File: config.mk
export PLATFORM = sky130hd
export DESIGN_NAME = triangle_scanline_filler_unit_flat
export DESIGN_NICKNAME = d
export VERILOG_FILES = /design/src/rtl/tsf_pkg.sv /design/src/rtl/tsf_in_if.sv /design/src/rtl/tsf_out_if.sv /design/src/rtl/tsf_divider.sv /design/src/rtl/tsf_sequencer.sv /design/src/rtl/tsf_datapath.sv /design/src/rtl/triangle_scanline_filler_unit.sv /design/src/flat_wrapper.sv
export SDC_FILE = /design/constraint.sdc
export NUM_CORES = 1
export LEC_CHECK = 0
export ABC_AREA = 1
export BUFFER_PORTS_ARGS = -buffer_cell sky130_fd_sc_hd__buf_2
export CORE_MARGIN = 10
export CORE_UTILIZATION = 45
export CTS_CLUSTER_DIAMETER = 100
export DETAILED_ROUTE_END_ITERATION = 6
export PLACE_DENSITY = 0.68
export SYNTH_ARGS = -nofsm -noshare
export SYNTH_HDL_FRONTEND = slang
export SYNTH_SLANG_ARGS = --single-unit
export TNS_END_PERCENT = 50
File: constraint.sdc
create_clock -name clk_i -period 9.8 [get_ports clk_i]
set_clock_uncertainty 0.1 [all_clocks]
set_input_delay 0.98 -clock clk_i [delete_from_list [all_inputs] [get_ports clk_i]]
set_output_delay 0.98 -clock clk_i [all_outputs]
set_load 0.01 [all_outputs]
File: src/rtl/tsf_pkg.sv
`default_nettype none
// ----------------------------------------------------------------------------
// tsf_pkg
// Shared types, microcode layout and the microcode program of the
// triangle scanline filler.
// ----------------------------------------------------------------------------
package tsf_pkg;

  localparam int PAINT_W = 4;
  localparam int PC_W    = 4;

  // step addresses of the microcode program
  localparam logic [PC_W-1:0] STEP_WAIT      = 4'd0;
  localparam logic [PC_W-1:0] STEP_DISPATCH  = 4'd1;
  localparam logic [PC_W-1:0] STEP_SORT_AB   = 4'd2;
  localparam logic [PC_W-1:0] STEP_SORT_AC   = 4'd3;
  localparam logic [PC_W-1:0] STEP_SORT_BC   = 4'd4;
  localparam logic [PC_W-1:0] STEP_CHECK     = 4'd5;
  localparam logic [PC_W-1:0] STEP_DIV_LONG  = 4'd6;
  localparam logic [PC_W-1:0] STEP_WAIT_LONG = 4'd7;
  localparam logic [PC_W-1:0] STEP_DIV_UPPER = 4'd8;
  localparam logic [PC_W-1:0] STEP_WAIT_UPR  = 4'd9;
  localparam logic [PC_W-1:0] STEP_DIV_LOWER = 4'd10;
  localparam logic [PC_W-1:0] STEP_WAIT_LWR  = 4'd11;
  localparam logic [PC_W-1:0] STEP_INIT      = 4'd12;
  localparam logic [PC_W-1:0] STEP_DROP      = 4'd13;
  localparam logic [PC_W-1:0] STEP_SPAN      = 4'd14;
  localparam logic [PC_W-1:0] STEP_EMIT      = 4'd15;

  typedef enum logic {
    OP_LOAD = 1'b0,
    OP_STEP = 1'b1
  } opcode_e;

  typedef enum logic [2:0] {
    JC_NONE      = 3'd0,
    JC_ALWAYS    = 3'd1,
    JC_NO_ACCEPT = 3'd2,
    JC_OP_STEP   = 3'd3,
    JC_FLAT      = 3'd4,
    JC_DIV_BUSY  = 3'd5,
    JC_IDLE      = 3'd6
  } jmp_cond_e;

  typedef enum logic [1:0] {
    VOP_NONE    = 2'd0,
    VOP_SWAP_AB = 2'd1,
    VOP_SWAP_AC = 2'd2,
    VOP_SWAP_BC = 2'd3
  } vop_e;

  typedef enum logic [1:0] {
    SL_NONE  = 2'd0,
    SL_LONG  = 2'd1,
    SL_UPPER = 2'd2,
    SL_LOWER = 2'd3
  } slope_sel_e;

  typedef struct packed {
    jmp_cond_e       cond;
    logic [PC_W-1:0] target;
    logic            take;
    vop_e            vop;
    logic            div_start;
    slope_sel_e      div_sel;
    slope_sel_e      slope_wr;
    logic            init;
    logic            drop;
    logic            emit;
  } ctl_word_t;

  typedef struct packed {
    logic accept;
    logic op_step;
    logic flat;
    logic div_busy;
    logic busy;
  } seq_status_t;

  function automatic ctl_word_t ucode(input logic [PC_W-1:0] pc);
    ctl_word_t w;
    w = '0;
    unique case (pc)
      STEP_WAIT: begin
        w.take   = 1'b1;
        w.cond   = JC_NO_ACCEPT;
        w.target = STEP_WAIT;
      end
      STEP_DISPATCH: begin
        w.cond   = JC_OP_STEP;
        w.target = STEP_SPAN;
      end
      STEP_SORT_AB: w.vop = VOP_SWAP_AB;
      STEP_SORT_AC: w.vop = VOP_SWAP_AC;
      STEP_SORT_BC: w.vop = VOP_SWAP_BC;
      STEP_CHECK: begin
        w.cond   = JC_FLAT;
        w.target = STEP_DROP;
      end
      STEP_DIV_LONG: begin
        w.div_start = 1'b1;
        w.div_sel   = SL_LONG;
      end
      STEP_WAIT_LONG: begin
        w.cond   = JC_DIV_BUSY;
        w.target = STEP_WAIT_LONG;
      end
      STEP_DIV_UPPER: begin
        w.slope_wr  = SL_LONG;
        w.div_start = 1'b1;
        w.div_sel   = SL_UPPER;
      end
      STEP_WAIT_UPR: begin
        w.cond   = JC_DIV_BUSY;
        w.target = STEP_WAIT_UPR;
      end
      STEP_DIV_LOWER: begin
        w.slope_wr  = SL_UPPER;
        w.div_start = 1'b1;
        w.div_sel   = SL_LOWER;
      end
      STEP_WAIT_LWR: begin
        w.cond   = JC_DIV_BUSY;
        w.target = STEP_WAIT_LWR;
      end
      STEP_INIT: begin
        w.slope_wr = SL_LOWER;
        w.init     = 1'b1;
        w.cond     = JC_ALWAYS;
        w.target   = STEP_WAIT;
      end
      STEP_DROP: begin
        w.drop   = 1'b1;
        w.cond   = JC_ALWAYS;
        w.target = STEP_WAIT;
      end
      STEP_SPAN: begin
        w.cond   = JC_IDLE;
        w.target = STEP_WAIT;
      end
      STEP_EMIT: begin
        w.emit   = 1'b1;
        w.cond   = JC_ALWAYS;
        w.target = STEP_WAIT;
      end
      default: w = '0;
    endcase
    return w;
  endfunction

endpackage
`default_nettype wire

File: src/rtl/tsf_in_if.sv
`default_nettype none
// ----------------------------------------------------------------------------
// tsf_in_if
// Command channel: load a triangle or request the next span.
// ----------------------------------------------------------------------------
interface tsf_in_if #(
  parameter int COORD_BITS = 8
);
  logic                         valid;
  logic                         ready;
  logic                         opcode;
  logic [COORD_BITS-1:0]        vx_a;
  logic [COORD_BITS-1:0]        vy_a;
  logic [COORD_BITS-1:0]        vx_b;
  logic [COORD_BITS-1:0]        vy_b;
  logic [COORD_BITS-1:0]        vx_c;
  logic [COORD_BITS-1:0]        vy_c;
  logic [tsf_pkg::PAINT_W-1:0]  paint;

  modport source (
    output valid, opcode, vx_a, vy_a, vx_b, vy_b, vx_c, vy_c, paint,
    input  ready
  );
  modport sink (
    input  valid, opcode, vx_a, vy_a, vx_b, vy_b, vx_c, vy_c, paint,
    output ready
  );
endinterface
`default_nettype wire

File: src/rtl/tsf_out_if.sv
`default_nettype none
// ----------------------------------------------------------------------------
// tsf_out_if
// Span channel: one horizontal span per transaction.
// ----------------------------------------------------------------------------
interface tsf_out_if #(
  parameter int COORD_BITS = 8
);
  logic                         valid;
  logic                         ready;
  logic [COORD_BITS-1:0]        span_row;
  logic [COORD_BITS-1:0]        span_left;
  logic [COORD_BITS:0]          span_width;
  logic [tsf_pkg::PAINT_W-1:0]  span_paint;
  logic                         final_span;

  modport source (
    output valid, span_row, span_left, span_width, span_paint, final_span,
    input  ready
  );
  modport sink (
    input  valid, span_row, span_left, span_width, span_paint, final_span,
    output ready
  );
endinterface
`default_nettype wire

File: src/rtl/tsf_divider.sv
`default_nettype none
// ----------------------------------------------------------------------------
// tsf_divider
// Restoring sign-magnitude divider, one quotient bit per cycle, truncating
// toward zero. A zero divisor gives a zero quotient.
// ----------------------------------------------------------------------------
module tsf_divider #(
  parameter int NUM_W = 14,
  parameter int DEN_W = 8
) (
  input  wire logic                    clk_i,
  input  wire logic                    rst_ni,
  input  wire logic                    start_i,
  input  wire logic                    neg_i,
  input  wire logic [NUM_W-1:0]        num_i,
  input  wire logic [DEN_W-1:0]        den_i,
  output logic                         busy_o,
  output logic signed [NUM_W+1:0]      quot_o
);

  localparam int CNT_W = $clog2(NUM_W + 1);

  logic [CNT_W-1:0] cnt_q, cnt_d;
  logic [NUM_W-1:0] quo_q;
  logic [DEN_W-1:0] rem_q;
  logic [DEN_W-1:0] den_q;
  logic             neg_q;
  logic             zero_q;

  logic [DEN_W:0]   rem_sh;
  logic [DEN_W:0]   diff;
  logic             ge;
  logic [NUM_W+1:0] mag;

  assign rem_sh = {rem_q, quo_q[NUM_W-1]};
  assign ge     = rem_sh >= {1'b0, den_q};
  assign diff   = rem_sh - {1'b0, den_q};
  assign mag    = {2'b00, quo_q};
  assign busy_o = cnt_q != '0;

  always_comb begin
    if (zero_q) begin
      quot_o = '0;
    end else if (neg_q) begin
      quot_o = -$signed(mag);
    end else begin
      quot_o = $signed(mag);
    end
  end

  always_comb begin
    cnt_d = cnt_q;
    if (start_i) begin
      cnt_d = CNT_W'(NUM_W);
    end else if (busy_o) begin
      cnt_d = cnt_q - 1'b1;
    end
  end

  always_ff @(posedge clk_i or negedge rst_ni) begin
    if (!rst_ni) begin
      cnt_q <= '0;
    end else begin
      cnt_q <= cnt_d;
    end
  end

  always_ff @(posedge clk_i) begin
    if (start_i) begin
      quo_q  <= num_i;
      rem_q  <= '0;
      den_q  <= den_i;
      neg_q  <= neg_i;
      zero_q <= den_i == '0;
    end else if (busy_o) begin
      quo_q <= {quo_q[NUM_W-2:0], ge};
      rem_q <= ge ? diff[DEN_W-1:0] : rem_sh[DEN_W-1:0];
    end
  end

endmodule
`default_nettype wire

File: src/rtl/tsf_sequencer.sv
`default_nettype none
// ----------------------------------------------------------------------------
// tsf_sequencer
// Step counter over the microcode ROM with conditional jumps.
// ----------------------------------------------------------------------------
module tsf_sequencer (
  input  wire logic                 clk_i,
  input  wire logic                 rst_ni,
  input  wire tsf_pkg::seq_status_t status_i,
  output tsf_pkg::ctl_word_t        ctl_o
);

  logic [tsf_pkg::PC_W-1:0] pc_q, pc_d;
  logic                     jump;

  assign ctl_o = tsf_pkg::ucode(pc_q);

  always_comb begin
    unique case (ctl_o.cond)
      tsf_pkg::JC_NONE:      jump = 1'b0;
      tsf_pkg::JC_ALWAYS:    jump = 1'b1;
      tsf_pkg::JC_NO_ACCEPT: jump = !status_i.accept;
      tsf_pkg::JC_OP_STEP:   jump = status_i.op_step;
      tsf_pkg::JC_FLAT:      jump = status_i.flat;
      tsf_pkg::JC_DIV_BUSY:  jump = status_i.div_busy;
      tsf_pkg::JC_IDLE:      jump = !status_i.busy;
      default:               jump = 1'b1;
    endcase
  end

  assign pc_d = jump ? ctl_o.target : pc_q + 1'b1;

  always_ff @(posedge clk_i or negedge rst_ni) begin
    if (!rst_ni) begin
      pc_q <= tsf_pkg::STEP_WAIT;
    end else begin
      pc_q <= pc_d;
    end
  end

endmodule
`default_nettype wire

File: src/rtl/tsf_datapath.sv
`default_nettype none
// ----------------------------------------------------------------------------
// tsf_datapath
// Vertex registers with compare-swap, slope divider, edge accumulators and
// the span output register, all steered by the microcode word.
// ----------------------------------------------------------------------------
module tsf_datapath #(
  parameter int COORD_BITS = 8,
  parameter int FRAC_BITS  = 6
) (
  input  wire logic                         clk_i,
  input  wire logic                         rst_ni,
  input  wire tsf_pkg::ctl_word_t           ctl_i,
  output tsf_pkg::seq_status_t              status_o,
  input  wire logic                         in_valid_i,
  output logic                              in_ready_o,
  input  wire logic                         in_opcode_i,
  input  wire logic [COORD_BITS-1:0]        in_vx_a_i,
  input  wire logic [COORD_BITS-1:0]        in_vy_a_i,
  input  wire logic [COORD_BITS-1:0]        in_vx_b_i,
  input  wire logic [COORD_BITS-1:0]        in_vy_b_i,
  input  wire logic [COORD_BITS-1:0]        in_vx_c_i,
  input  wire logic [COORD_BITS-1:0]        in_vy_c_i,
  input  wire logic [tsf_pkg::PAINT_W-1:0]  in_paint_i,
  output logic                              out_valid_o,
  input  wire logic                         out_ready_i,
  output logic [COORD_BITS-1:0]             span_row_o,
  output logic [COORD_BITS-1:0]             span_left_o,
  output logic [COORD_BITS:0]               span_width_o,
  output logic [tsf_pkg::PAINT_W-1:0]       span_paint_o,
  output logic                              final_span_o
);

  localparam int NUM_W = COORD_BITS + FRAC_BITS;
  localparam int POS_W = COORD_BITS + FRAC_BITS + 2;

  // captured command and vertices (sorted in place)
  logic                        op_q;
  logic [COORD_BITS-1:0]       xa_q, ya_q, xb_q, yb_q, xc_q, yc_q;
  logic [tsf_pkg::PAINT_W-1:0] paint_in_q;

  // triangle state
  logic                        busy_q;
  logic [COORD_BITS-1:0]       cur_row_q, mid_row_q, end_row_q, mid_col_q;
  logic signed [POS_W-1:0]     long_pos_q, short_pos_q;
  logic signed [POS_W-1:0]     long_slope_q, upper_slope_q, lower_slope_q;
  logic [tsf_pkg::PAINT_W-1:0] fill_paint_q;

  // output register
  logic                        out_valid_q;
  logic [COORD_BITS-1:0]       row_out_q, left_out_q;
  logic [COORD_BITS:0]         width_out_q;
  logic [tsf_pkg::PAINT_W-1:0] paint_out_q;
  logic                        final_out_q;

  logic accept;

  // divider operands
  logic [COORD_BITS-1:0]   dx_lo, dx_hi, dy_lo, dy_hi;
  logic signed [COORD_BITS:0] dx;
  logic [COORD_BITS:0]     dx_abs;
  logic [NUM_W-1:0]        num;
  logic [COORD_BITS-1:0]   den;
  logic                    div_busy;
  logic signed [POS_W-1:0] quot;

  // span logic
  logic signed [POS_W-1:0] short_eff;
  logic [COORD_BITS-1:0]   long_int, short_int, span_lo, span_hi;
  logic                    last_row;

  assign in_ready_o = ctl_i.take && (!out_valid_q || out_ready_i);
  assign accept     = in_valid_i && in_ready_o;

  assign status_o.accept   = accept;
  assign status_o.op_step  = op_q == tsf_pkg::OP_STEP;
  assign status_o.flat     = ya_q == yc_q;
  assign status_o.div_busy = div_busy;
  assign status_o.busy     = busy_q;

  always_comb begin
    unique case (ctl_i.div_sel)
      tsf_pkg::SL_UPPER: begin
        dx_lo = xa_q; dx_hi = xb_q; dy_lo = ya_q; dy_hi = yb_q;
      end
      tsf_pkg::SL_LOWER: begin
        dx_lo = xb_q; dx_hi = xc_q; dy_lo = yb_q; dy_hi = yc_q;
      end
      default: begin
        dx_lo = xa_q; dx_hi = xc_q; dy_lo = ya_q; dy_hi = yc_q;
      end
    endcase
  end

  assign dx     = $signed({1'b0, dx_hi}) - $signed({1'b0, dx_lo});
  assign dx_abs = dx[COORD_BITS] ? -dx : dx;
  assign num    = {dx_abs[COORD_BITS-1:0], {FRAC_BITS{1'b0}}};
  assign den    = dy_hi - dy_lo;

  tsf_divider #(
    .NUM_W (NUM_W),
    .DEN_W (COORD_BITS)
  ) u_divider (
    .clk_i   (clk_i),
    .rst_ni  (rst_ni),
    .start_i (ctl_i.div_start),
    .neg_i   (dx[COORD_BITS]),
    .num_i   (num),
    .den_i   (den),
    .busy_o  (div_busy),
    .quot_o  (quot)
  );

  // reload the short edge from the middle vertex on the middle row
  assign short_eff = (cur_row_q == mid_row_q)
                   ? $signed({2'b00, mid_col_q, {FRAC_BITS{1'b0}}})
                   : short_pos_q;
  assign long_int  = long_pos_q[POS_W-1] ? '0 : long_pos_q[FRAC_BITS +: COORD_BITS];
  assign short_int = short_eff[POS_W-1] ? '0 : short_eff[FRAC_BITS +: COORD_BITS];
  assign span_lo   = (long_int > short_int) ? short_int : long_int;
  assign span_hi   = (long_int > short_int) ? long_int : short_int;
  assign last_row  = cur_row_q == end_row_q;

  always_ff @(posedge clk_i or negedge rst_ni) begin
    if (!rst_ni) begin
      busy_q      <= 1'b0;
      out_valid_q <= 1'b0;
    end else begin
      if (ctl_i.init) begin
        busy_q <= 1'b1;
      end else if (ctl_i.drop || (ctl_i.emit && last_row)) begin
        busy_q <= 1'b0;
      end
      if (ctl_i.emit) begin
        out_valid_q <= 1'b1;
      end else if (out_ready_i) begin
        out_valid_q <= 1'b0;
      end
    end
  end

  always_ff @(posedge clk_i) begin
    if (accept) begin
      op_q       <= in_opcode_i;
      xa_q       <= in_vx_a_i;
      ya_q       <= in_vy_a_i;
      xb_q       <= in_vx_b_i;
      yb_q       <= in_vy_b_i;
      xc_q       <= in_vx_c_i;
      yc_q       <= in_vy_c_i;
      paint_in_q <= in_paint_i;
    end else begin
      // swap only when the later row is strictly smaller
      unique case (ctl_i.vop)
        tsf_pkg::VOP_NONE: begin
        end
        tsf_pkg::VOP_SWAP_AB: begin
          if (yb_q < ya_q) begin
            xa_q <= xb_q; ya_q <= yb_q; xb_q <= xa_q; yb_q <= ya_q;
          end
        end
        tsf_pkg::VOP_SWAP_AC: begin
          if (yc_q < ya_q) begin
            xa_q <= xc_q; ya_q <= yc_q; xc_q <= xa_q; yc_q <= ya_q;
          end
        end
        tsf_pkg::VOP_SWAP_BC: begin
          if (yc_q < yb_q) begin
            xb_q <= xc_q; yb_q <= yc_q; xc_q <= xb_q; yc_q <= yb_q;
          end
        end
      endcase
    end

    unique case (ctl_i.slope_wr)
      tsf_pkg::SL_NONE: begin
      end
      tsf_pkg::SL_LONG:  long_slope_q  <= quot;
      tsf_pkg::SL_UPPER: upper_slope_q <= quot;
      tsf_pkg::SL_LOWER: lower_slope_q <= quot;
    endcase

    if (ctl_i.init) begin
      long_pos_q   <= $signed({2'b00, xa_q, {FRAC_BITS{1'b0}}});
      short_pos_q  <= $signed({2'b00, xa_q, {FRAC_BITS{1'b0}}});
      cur_row_q    <= ya_q;
      mid_row_q    <= yb_q;
      end_row_q    <= yc_q;
      mid_col_q    <= xb_q;
      fill_paint_q <= paint_in_q;
    end else if (ctl_i.emit) begin
      long_pos_q  <= long_pos_q + long_slope_q;
      short_pos_q <= short_eff + ((cur_row_q < mid_row_q) ? upper_slope_q : lower_slope_q);
      if (!last_row) begin
        cur_row_q <= cur_row_q + 1'b1;
      end
    end

    if (ctl_i.emit) begin
      row_out_q   <= cur_row_q;
      left_out_q  <= span_lo;
      width_out_q <= {1'b0, span_hi} - {1'b0, span_lo} + 1'b1;
      paint_out_q <= fill_paint_q;
      final_out_q <= last_row;
    end
  end

  assign out_valid_o  = out_valid_q;
  assign span_row_o   = row_out_q;
  assign span_left_o  = left_out_q;
  assign span_width_o = width_out_q;
  assign span_paint_o = paint_out_q;
  assign final_span_o = final_out_q;

endmodule
`default_nettype wire

File: src/rtl/triangle_scanline_filler_unit.sv
`default_nettype none
// ----------------------------------------------------------------------------
// triangle_scanline_filler_unit
// Scanline fill of one flat-shaded triangle: a load sorts the vertices and
// works out three fixed-point edge slopes, each busy step gives one span.
// ----------------------------------------------------------------------------
//  channel | dir | transaction
//  --------+-----+--------------------------------------------------------
//  in_i    | in  | opcode 0: load vertices and paint; opcode 1: next span
//  out_o   | out | one span: row, left column, width, paint, final flag
//
//  A load runs the three slope divisions one after another on the one
//  bit-serial divider, which a dropped (flat) triangle skips; a step passes
//  the dispatch and span steps and emits, or returns to wait while idle.
//  Items are taken one at a time, only at the wait step of the microcode.
//  A span waits in the output register; a new item is not taken while it
//  is held and not taken in that cycle. Reset clears busy and the output valid.
// ----------------------------------------------------------------------------
module triangle_scanline_filler_unit #(
  parameter int COORD_BITS = 8,
  parameter int FRAC_BITS  = 6
) (
  input  wire logic  clk_i,
  input  wire logic  rst_ni,
  tsf_in_if.sink     in_i,
  tsf_out_if.source  out_o
);

  tsf_pkg::ctl_word_t   ctl;
  tsf_pkg::seq_status_t status;

  tsf_sequencer u_sequencer (
    .clk_i    (clk_i),
    .rst_ni   (rst_ni),
    .status_i (status),
    .ctl_o    (ctl)
  );

  tsf_datapath #(
    .COORD_BITS (COORD_BITS),
    .FRAC_BITS  (FRAC_BITS)
  ) u_datapath (
    .clk_i        (clk_i),
    .rst_ni       (rst_ni),
    .ctl_i        (ctl),
    .status_o     (status),
    .in_valid_i   (in_i.valid),
    .in_ready_o   (in_i.ready),
    .in_opcode_i  (in_i.opcode),
    .in_vx_a_i    (in_i.vx_a),
    .in_vy_a_i    (in_i.vy_a),
    .in_vx_b_i    (in_i.vx_b),
    .in_vy_b_i    (in_i.vy_b),
    .in_vx_c_i    (in_i.vx_c),
    .in_vy_c_i    (in_i.vy_c),
    .in_paint_i   (in_i.paint),
    .out_valid_o  (out_o.valid),
    .out_ready_i  (out_o.ready),
    .span_row_o   (out_o.span_row),
    .span_left_o  (out_o.span_left),
    .span_width_o (out_o.span_width),
    .span_paint_o (out_o.span_paint),
    .final_span_o (out_o.final_span)
  );

endmodule
`default_nettype wire

File: src/flat_wrapper.sv
// flat-port wrapper written by rule: the top's interface ports become plain ports
module triangle_scanline_filler_unit_flat 
#(
  parameter int COORD_BITS = 8,
  parameter int FRAC_BITS  = 6
)
  (clk_i, rst_ni, in_i_valid, in_i_opcode, in_i_vx_a, in_i_vy_a, in_i_vx_b, in_i_vy_b, in_i_vx_c, in_i_vy_c, in_i_paint, in_i_ready, out_o_valid, out_o_span_row, out_o_span_left, out_o_span_width, out_o_span_paint, out_o_final_span, out_o_ready);
  tsf_in_if #(.COORD_BITS(COORD_BITS)) in_i_i ();
  tsf_out_if #(.COORD_BITS(COORD_BITS)) out_o_i ();
  input  wire logic clk_i;
  input  wire logic rst_ni;
  input wire logic [$bits(in_i_i.valid)-1:0] in_i_valid;
  input wire logic [$bits(in_i_i.opcode)-1:0] in_i_opcode;
  input wire logic [$bits(in_i_i.vx_a)-1:0] in_i_vx_a;
  input wire logic [$bits(in_i_i.vy_a)-1:0] in_i_vy_a;
  input wire logic [$bits(in_i_i.vx_b)-1:0] in_i_vx_b;
  input wire logic [$bits(in_i_i.vy_b)-1:0] in_i_vy_b;
  input wire logic [$bits(in_i_i.vx_c)-1:0] in_i_vx_c;
  input wire logic [$bits(in_i_i.vy_c)-1:0] in_i_vy_c;
  input wire logic [$bits(in_i_i.paint)-1:0] in_i_paint;
  output wire logic [$bits(in_i_i.ready)-1:0] in_i_ready;
  output wire logic [$bits(out_o_i.valid)-1:0] out_o_valid;
  output wire logic [$bits(out_o_i.span_row)-1:0] out_o_span_row;
  output wire logic [$bits(out_o_i.span_left)-1:0] out_o_span_left;
  output wire logic [$bits(out_o_i.span_width)-1:0] out_o_span_width;
  output wire logic [$bits(out_o_i.span_paint)-1:0] out_o_span_paint;
  output wire logic [$bits(out_o_i.final_span)-1:0] out_o_final_span;
  input wire logic [$bits(out_o_i.ready)-1:0] out_o_ready;
  assign in_i_i.valid = in_i_valid;
  assign in_i_i.opcode = in_i_opcode;
  assign in_i_i.vx_a = in_i_vx_a;
  assign in_i_i.vy_a = in_i_vy_a;
  assign in_i_i.vx_b = in_i_vx_b;
  assign in_i_i.vy_b = in_i_vy_b;
  assign in_i_i.vx_c = in_i_vx_c;
  assign in_i_i.vy_c = in_i_vy_c;
  assign in_i_i.paint = in_i_paint;
  assign in_i_ready = in_i_i.ready;
  assign out_o_valid = out_o_i.valid;
  assign out_o_span_row = out_o_i.span_row;
  assign out_o_span_left = out_o_i.span_left;
  assign out_o_span_width = out_o_i.span_width;
  assign out_o_span_paint = out_o_i.span_paint;
  assign out_o_final_span = out_o_i.final_span;
  assign out_o_i.ready = out_o_ready;
  triangle_scanline_filler_unit #(.COORD_BITS(COORD_BITS), .FRAC_BITS(FRAC_BITS)) u_core (.clk_i(clk_i), .rst_ni(rst_ni), .in_i(in_i_i), .out_o(out_o_i));
endmodule
* After elaboration in Yosys (flattened, before gate mapping)
Index checks and enable logic that the tools add are counted.
** Word-level totals
- Bits in registers :: 241
- Bits in latches :: 0
- Memory bits (writable) :: 0
- Bits in read-only memories :: 0
- Input port bits :: 57
- Output and inout bits :: 32
- Word-level logic and storage cells :: 175
- Memories kept :: 0
** Cells by class
- Add/sub/neg operators :: 12
- Multiply operators :: 0
- Div/mod/pow operators :: 0
- Magnitude comparators :: 6
- Eq/ne operators :: 35
- Shift operators :: 0
- Mux-type cells :: 63
- Bitwise logic cells :: 0
- Reduce and logical (&&, ||, !) cells :: 24
** Operator list (count)
- 8-bit two-way mux :: 31
- 8-bit case mux with 2 select lines :: 6
- 14-bit two-way mux :: 6
- 16-bit two-way mux :: 4
- 7-bit case mux with 8 select lines :: 1
- 16-bit adder :: 2
- 4-bit equality test (second input constant) :: 8
- 8-bit < comparator :: 4
- 8-bit equality test :: 3
- 8-bit by 8-bit subtractor with 9-bit output :: 2
- 4-bit by 3-bit equality test with 1-bit output (second input constant) :: 4
- 14-bit negator with 16-bit output :: 1
- 8-bit subtractor :: 2
- 2-bit equality test (second input constant) :: 6
- 4-bit two-way mux :: 3
- 2-bit case mux with 3 select lines :: 2
- 9-bit by 1-bit adder with 9-bit output (second input constant) :: 1
- 3-bit equality test (second input constant) :: 3
- 9-bit by 8-bit greater-or-equal comparator with 1-bit output :: 1
- 3-bit inequality test (second input constant) :: 3
- 3-bit case mux with 3 select lines :: 1
- 3-bit AND reduction :: 3
- 3-bit nonzero test :: 3
- 8-bit by 1-bit adder with 8-bit output (second input constant) :: 1
- 21 further kinds :: 39

* Logic depth before layout (Yosys ltp)
- Depth in word-level cells :: 8
- Depth in mapped cells :: 29
- Depth with buffers taken out :: 28

* Hierarchy
From an unflattened synthesis, not the netlist that was laid out.
** Second synthesis, totals
- Cells, all modules :: 1701
- Area, all modules :: 14954.3 um^2
** By module, submodules not included
- tsf_datapath :: times used 1, cells an instance 1309, area each 12011.5 um^2, sequential area each 5865.6 um^2
- tsf_divider :: times used 1, cells an instance 306, area each 2328.5 um^2, sequential area each 980.9 um^2
- tsf_sequencer :: times used 1, cells an instance 86, area each 614.3 um^2, sequential area each 100.1 um^2

* Worst setup path before layout
No wires, ideal clock.
- Path kind :: flip-flop to flip-flop
- From :: register u_core.u_datapath.cur_row_q[7]
- To :: register u_core.u_datapath.width_out_q[7], in the netlist u_core.u_datapath.span_width_o[7], data pin
- Setup time :: 258 ps
- Arrival time :: 3910 ps
- Data required time :: 9442 ps
- Path slack :: 5532 ps
- Stages on the path, launching flop included :: 29
- Buffers on the path :: 2
- Period minus slack after synthesis :: 4268 ps
- Cells stage by stage :: edfxtp_1 ha_1 nand2_1 nor2_1 nand2_1 buf_6 or2_1 o21ai_0 inv_1 nand2_1 ha_1 inv_1 nor2_1 o21ai_0 nand2_1 nand2_1 nand3_1 nand2_1 buf_2 a21oi_1 a21oi_1 ha_1 inv_1 fa_1 o21ai_0 nand2_1 a21oi_1 nor2_1 xnor2_1
** On the way
- Word-level cells in the longest chain between the ends :: 7
- Elaborated cells between the ends (all ways) :: 8
- Classes of those cells :: add/sub (2); order compare (1); eq/ne (1); mux (4)
** RTL lines
- start: declaration :: RTL line tsf_datapath.sv:44 : logic [COORD_BITS-1:0] cur_row_q, mid_row_q, end_row_q, mid_col_q;
- start signal: assignment :: RTL line tsf_datapath.sv:186 : cur_row_q <= ya_q;
- start signal: assignment :: RTL line tsf_datapath.sv:195 : cur_row_q <= cur_row_q + 1'b1;
- 8-bit equality test (*) :: RTL line tsf_datapath.sv:115 : assign short_eff = (cur_row_q == mid_row_q)
- 16-bit two-way mux (*) :: RTL line tsf_datapath.sv:116 : ? $signed({2'b00, mid_col_q, {FRAC_BITS{1'b0}}})
- 8-bit two-way mux (*) :: RTL line tsf_datapath.sv:119 : assign short_int = short_eff[POS_W-1] ? '0 : short_eff[FRAC_BITS +: COORD_BITS];
- 8-bit > comparator :: RTL line tsf_datapath.sv:120 : assign span_lo = (long_int > short_int) ? short_int : long_int;
- 8-bit two-way mux (*) :: RTL line tsf_datapath.sv:120
- net u_core.u_datapath.span_lo[0] :: RTL line tsf_datapath.sv:69 : logic [COORD_BITS-1:0] long_int, short_int, span_lo, span_hi;
- 8-bit by 8-bit subtractor with 9-bit output (*) :: RTL line tsf_datapath.sv:202 : width_out_q <= {1'b0, span_hi} - {1'b0, span_lo} + 1'b1;
- 9-bit by 1-bit adder with 9-bit output (*) :: RTL line tsf_datapath.sv:202
- end signal: assignment :: RTL line tsf_datapath.sv:202
- end: declaration :: RTL line tsf_datapath.sv:52 : logic [COORD_BITS:0] width_out_q;
Mark *: on every way through the listed nets, which the timed path passes. The rest lies on a longest branch.
A chain may end at the register's enable or synchronous reset.

* Final worst setup path
- From :: register u_core.u_datapath.cur_row_q[2]
- To :: register u_core.u_datapath.width_out_q[7], in the netlist u_core.u_datapath.span_width_o[7], data pin
Same word-level chain as after synthesis.

==> impl_metrics.toml <==
[outcome]
status = "complete, no violations"

[drt]
drcViolationCount = 0
wl_um = 38400
first_pass_iters = 6
antenna_left = 0
via_per_inst = 5.43
vias = 11750
drt_iter0_markers = 972
wl_per_cell_um = 17.8

[grt]
track_usage_pct = 19.2
grt_antenna_before_repair = 0
grt_max_degree = 55
grt_pass1_wl_um = 60900
gr-total-overflow = 0
grt_pass1_vias = 11446

[cts]
cts_tree = "done"
clk_latency_ns = 0.53
root_buffer = "clkbuf_16"
cts_buffer_depth = 3
cts_resized = 0
path_clk_slew_ns = 0.06
cts_num_sinks = 241
h-tree-depth = 1
postCtsSetupBuffers = 0
cts_buffers = 27
holdBufCountCts = 0

[timing]
worst_slew_pin_slew_ns = 1.03
setup_tns_ns = 0
clock.fmax_mhz = 191
relSlewSlack_pct = 31.0
fin_crit_ns = 5.25
rsz0062_at_grt = "no"
period_share_pct = 53.5
hold_violations = 0
setup_viol = 0
drv_slew = 0
setup_slack_ns = 4.55

[place]
pre_cts_slack_ns = 4.56
io_buffers = 88
hpwl_um = 29200
gp_congestion = 0.945

[synthesis]
synth_ff_type = "edfxtp_1"
ys_seq_elements = 241
synth_edf_count = 201
avgSynthCellArea_sq_um = 8.86
netlist_area_sq_mm = 0.0146
ys_seq_area_share_pct = 47.3
synthCells = 1644
synth_nets = 1813
yosys_warnings = 0
ys_async_sr_fraction_pct = 4.15
synthDistinctLibCells = 53

[critical_path]
end_kind = "flip-flop"
arrival_ns = 5.43
cpLargestDelayFamily = "simple AND/OR/NAND/NOR gates"
crit_path_frequent_cell = "nand2_1"
criticalPathCategory = "reg -> reg"
worstSetupStartpointType = "flip-flop"
cp.required_ns = 9.98
max_stage_delay_ns = 0.50
cp_max_fo = 15
critPathSlowestCell = "edfxtp_1"
cp_num_buf_inv = 4

[power]
ir_worst_vdd_uv = 291
p_int_mw = 3.35
p_sw_mw = 2.72
power.total_mw = 6.07
power_switching_share_pct = 44.8
power_leakage_nw = 7.32
power_density_mw_per_mm2 = 373
clkPwrFrac_pct = 16.8
combPwrFrac_pct = 52.0
seqPwrFrac_pct = 31.2

[final_layout]
fin_util_pct = 51.3
nFillCells = 2949
layout_commonest_cell = "nand2_1"
drive_gt1_share_pct = 11.1
final_cell_mix = "nand2_1 (416), inv_1 (219), edfxtp_1 (201)"
area_growth_pct = 11.7
antenna-diode-count = 0
nets = 1909

[die]
ioPinCount = 89
start_util_pct = 45.9
die_w_um = 200
dieArea_sq_mm = 0.0399
die_h_um = 200
num_rows = 65
coreArea_sq_mm = 0.0317

[hold_path]
hold_path.class = "in -> async"

[flow_run]
maxCapViolations = 0
[cells in the mapped netlist, drive strengths merged, types with 7 or more instances]
master,n,area share (%)
dfxtp,30,4.1
xnor2,12,0.72
nand4,16,0.69
buf,20,1.1
inv,226,5.8
edfxtp,201,41
or2,9,0.39
nor2,89,2.4
nand3b,11,0.65
o21ai,120,4.2
o221ai,7,0.42
o211ai,38,2.1
nand2,427,11
xor2,22,1.3
nor3,16,0.55
o21bai,13,0.67
clkbuf,11,0.28
ha,106,9.1
o22ai,9,0.39
nand3,92,3.3
dfrtp,10,1.7
mux2,15,1.2
a21oi,101,3.5
[state kept, by name, indices dropped and copies added, names as in the netlist, 8 cells and up]
register,cells
u_core.u_datapath.mid_col_q,8
u_core.u_datapath.u_divider.quo_q,14
u_core.u_datapath.span_row_o,8
u_core.u_datapath.end_row_q,8
u_core.u_datapath.lower_slope_q,16
u_core.u_datapath.u_divider.den_q,8
u_core.u_datapath.u_divider.rem_q,8
u_core.u_datapath.xa_q,8
u_core.u_datapath.xb_q,8
u_core.u_datapath.short_pos_q,16
u_core.u_datapath.yc_q,8
u_core.u_datapath.ya_q,8
u_core.u_datapath.span_left_o,8
u_core.u_datapath.long_slope_q,16
u_core.u_datapath.yb_q,8
u_core.u_datapath.span_width_o,9
u_core.u_datapath.xc_q,8
u_core.u_datapath.long_pos_q,16
u_core.u_datapath.upper_slope_q,16
u_core.u_datapath.mid_row_q,8
u_core.u_datapath.cur_row_q,8
[logic make-up (layout without fill, tap and decap cells)]
logic type / count (synthesis) / after routing / synth area share (%)
and+or+nand+nor: 666 / 666 / 19.5
xor gates and xnor gates: 34 / 34 / 2.05
buffers and inverters: 260 / 376 / 7.25
AOI/OAI and AO/OA: 316 / 316 / 12.8
DFF: 241 / 241 / 47.3
adders and majority gates: 112 / 112 / 9.94
muxes: 15 / 15 / 1.16
[cell type report]
type	count	area [sq um]	area share [%]
clock buffer	31	691	4.25
clock inverter	18	186	1.15
inverter	229	860	5.29
multi-input combinational	1143	6620	40.7
sequential	241	6890	42.4
tap	402	503	3.09
timing repair buffer	98	515	3.17
[routing by layer]
metal	part of all wire, %	vias to the layer above	GRT usage, %
li1	-	5808	-
met1	45	5491	26.3
met2	45	397	31.1
met3	7.0	54	3.06
met4	2.6	0	5.24
met5	0	-	0
[power by group through the flow]
| stage | combinational (mW) | clock, mW | sequential [mW] |
|---|---|---|---|
| 6_report | 3.16 | 1.02 | 1.89 |
| 5_1_grt | 3.60 | 1.07 | 1.93 |
| 4_1_cts | 3.15 | 1.04 | 1.89 |
| 3_5_place_dp | 3.13 | 0 | 1.90 |
| 3_3_place_gp | 3.05 | 0 | 1.90 |
| 2_1_floorplan | 2.38 | 0 | 1.81 |
[worst paths after layout]
check,from,to,slack [ns],depth (start not counted)
setup / recovery,u_core.u_datapath.cur_row_q[2],u_core.u_datapath.span_width_o[7],4.55,26
hold / removal,rst_ni,u_core.u_sequencer.pc_q[2],0.22,1
setup reg to reg,u_core.u_datapath.cur_row_q[2],u_core.u_datapath.span_width_o[7],4.55,26
hold reg to reg,u_core.u_datapath.fill_paint_q[2],u_core.u_datapath.span_paint_o[2],0.32,0
max in group asynchronous,rst_ni,u_core.u_datapath.u_divider.cnt_q[3],9.16,1
min in group clk_i,u_core.u_datapath.fill_paint_q[2],u_core.u_datapath.span_paint_o[2],0.32,0
[metrics by stage]
step	hold WS (ns)	instances	instance area, sq um
final	0.220	2162	16300
after CTS	0.211	2162	16300
after global routing	0.215	2162	16300
after global placement	0.305	2113	15400
after detailed placement	0.311	2113	15400
after floorplan	0.300	1644	14600
No activity file was read; power rests on OpenSTA's default activity.
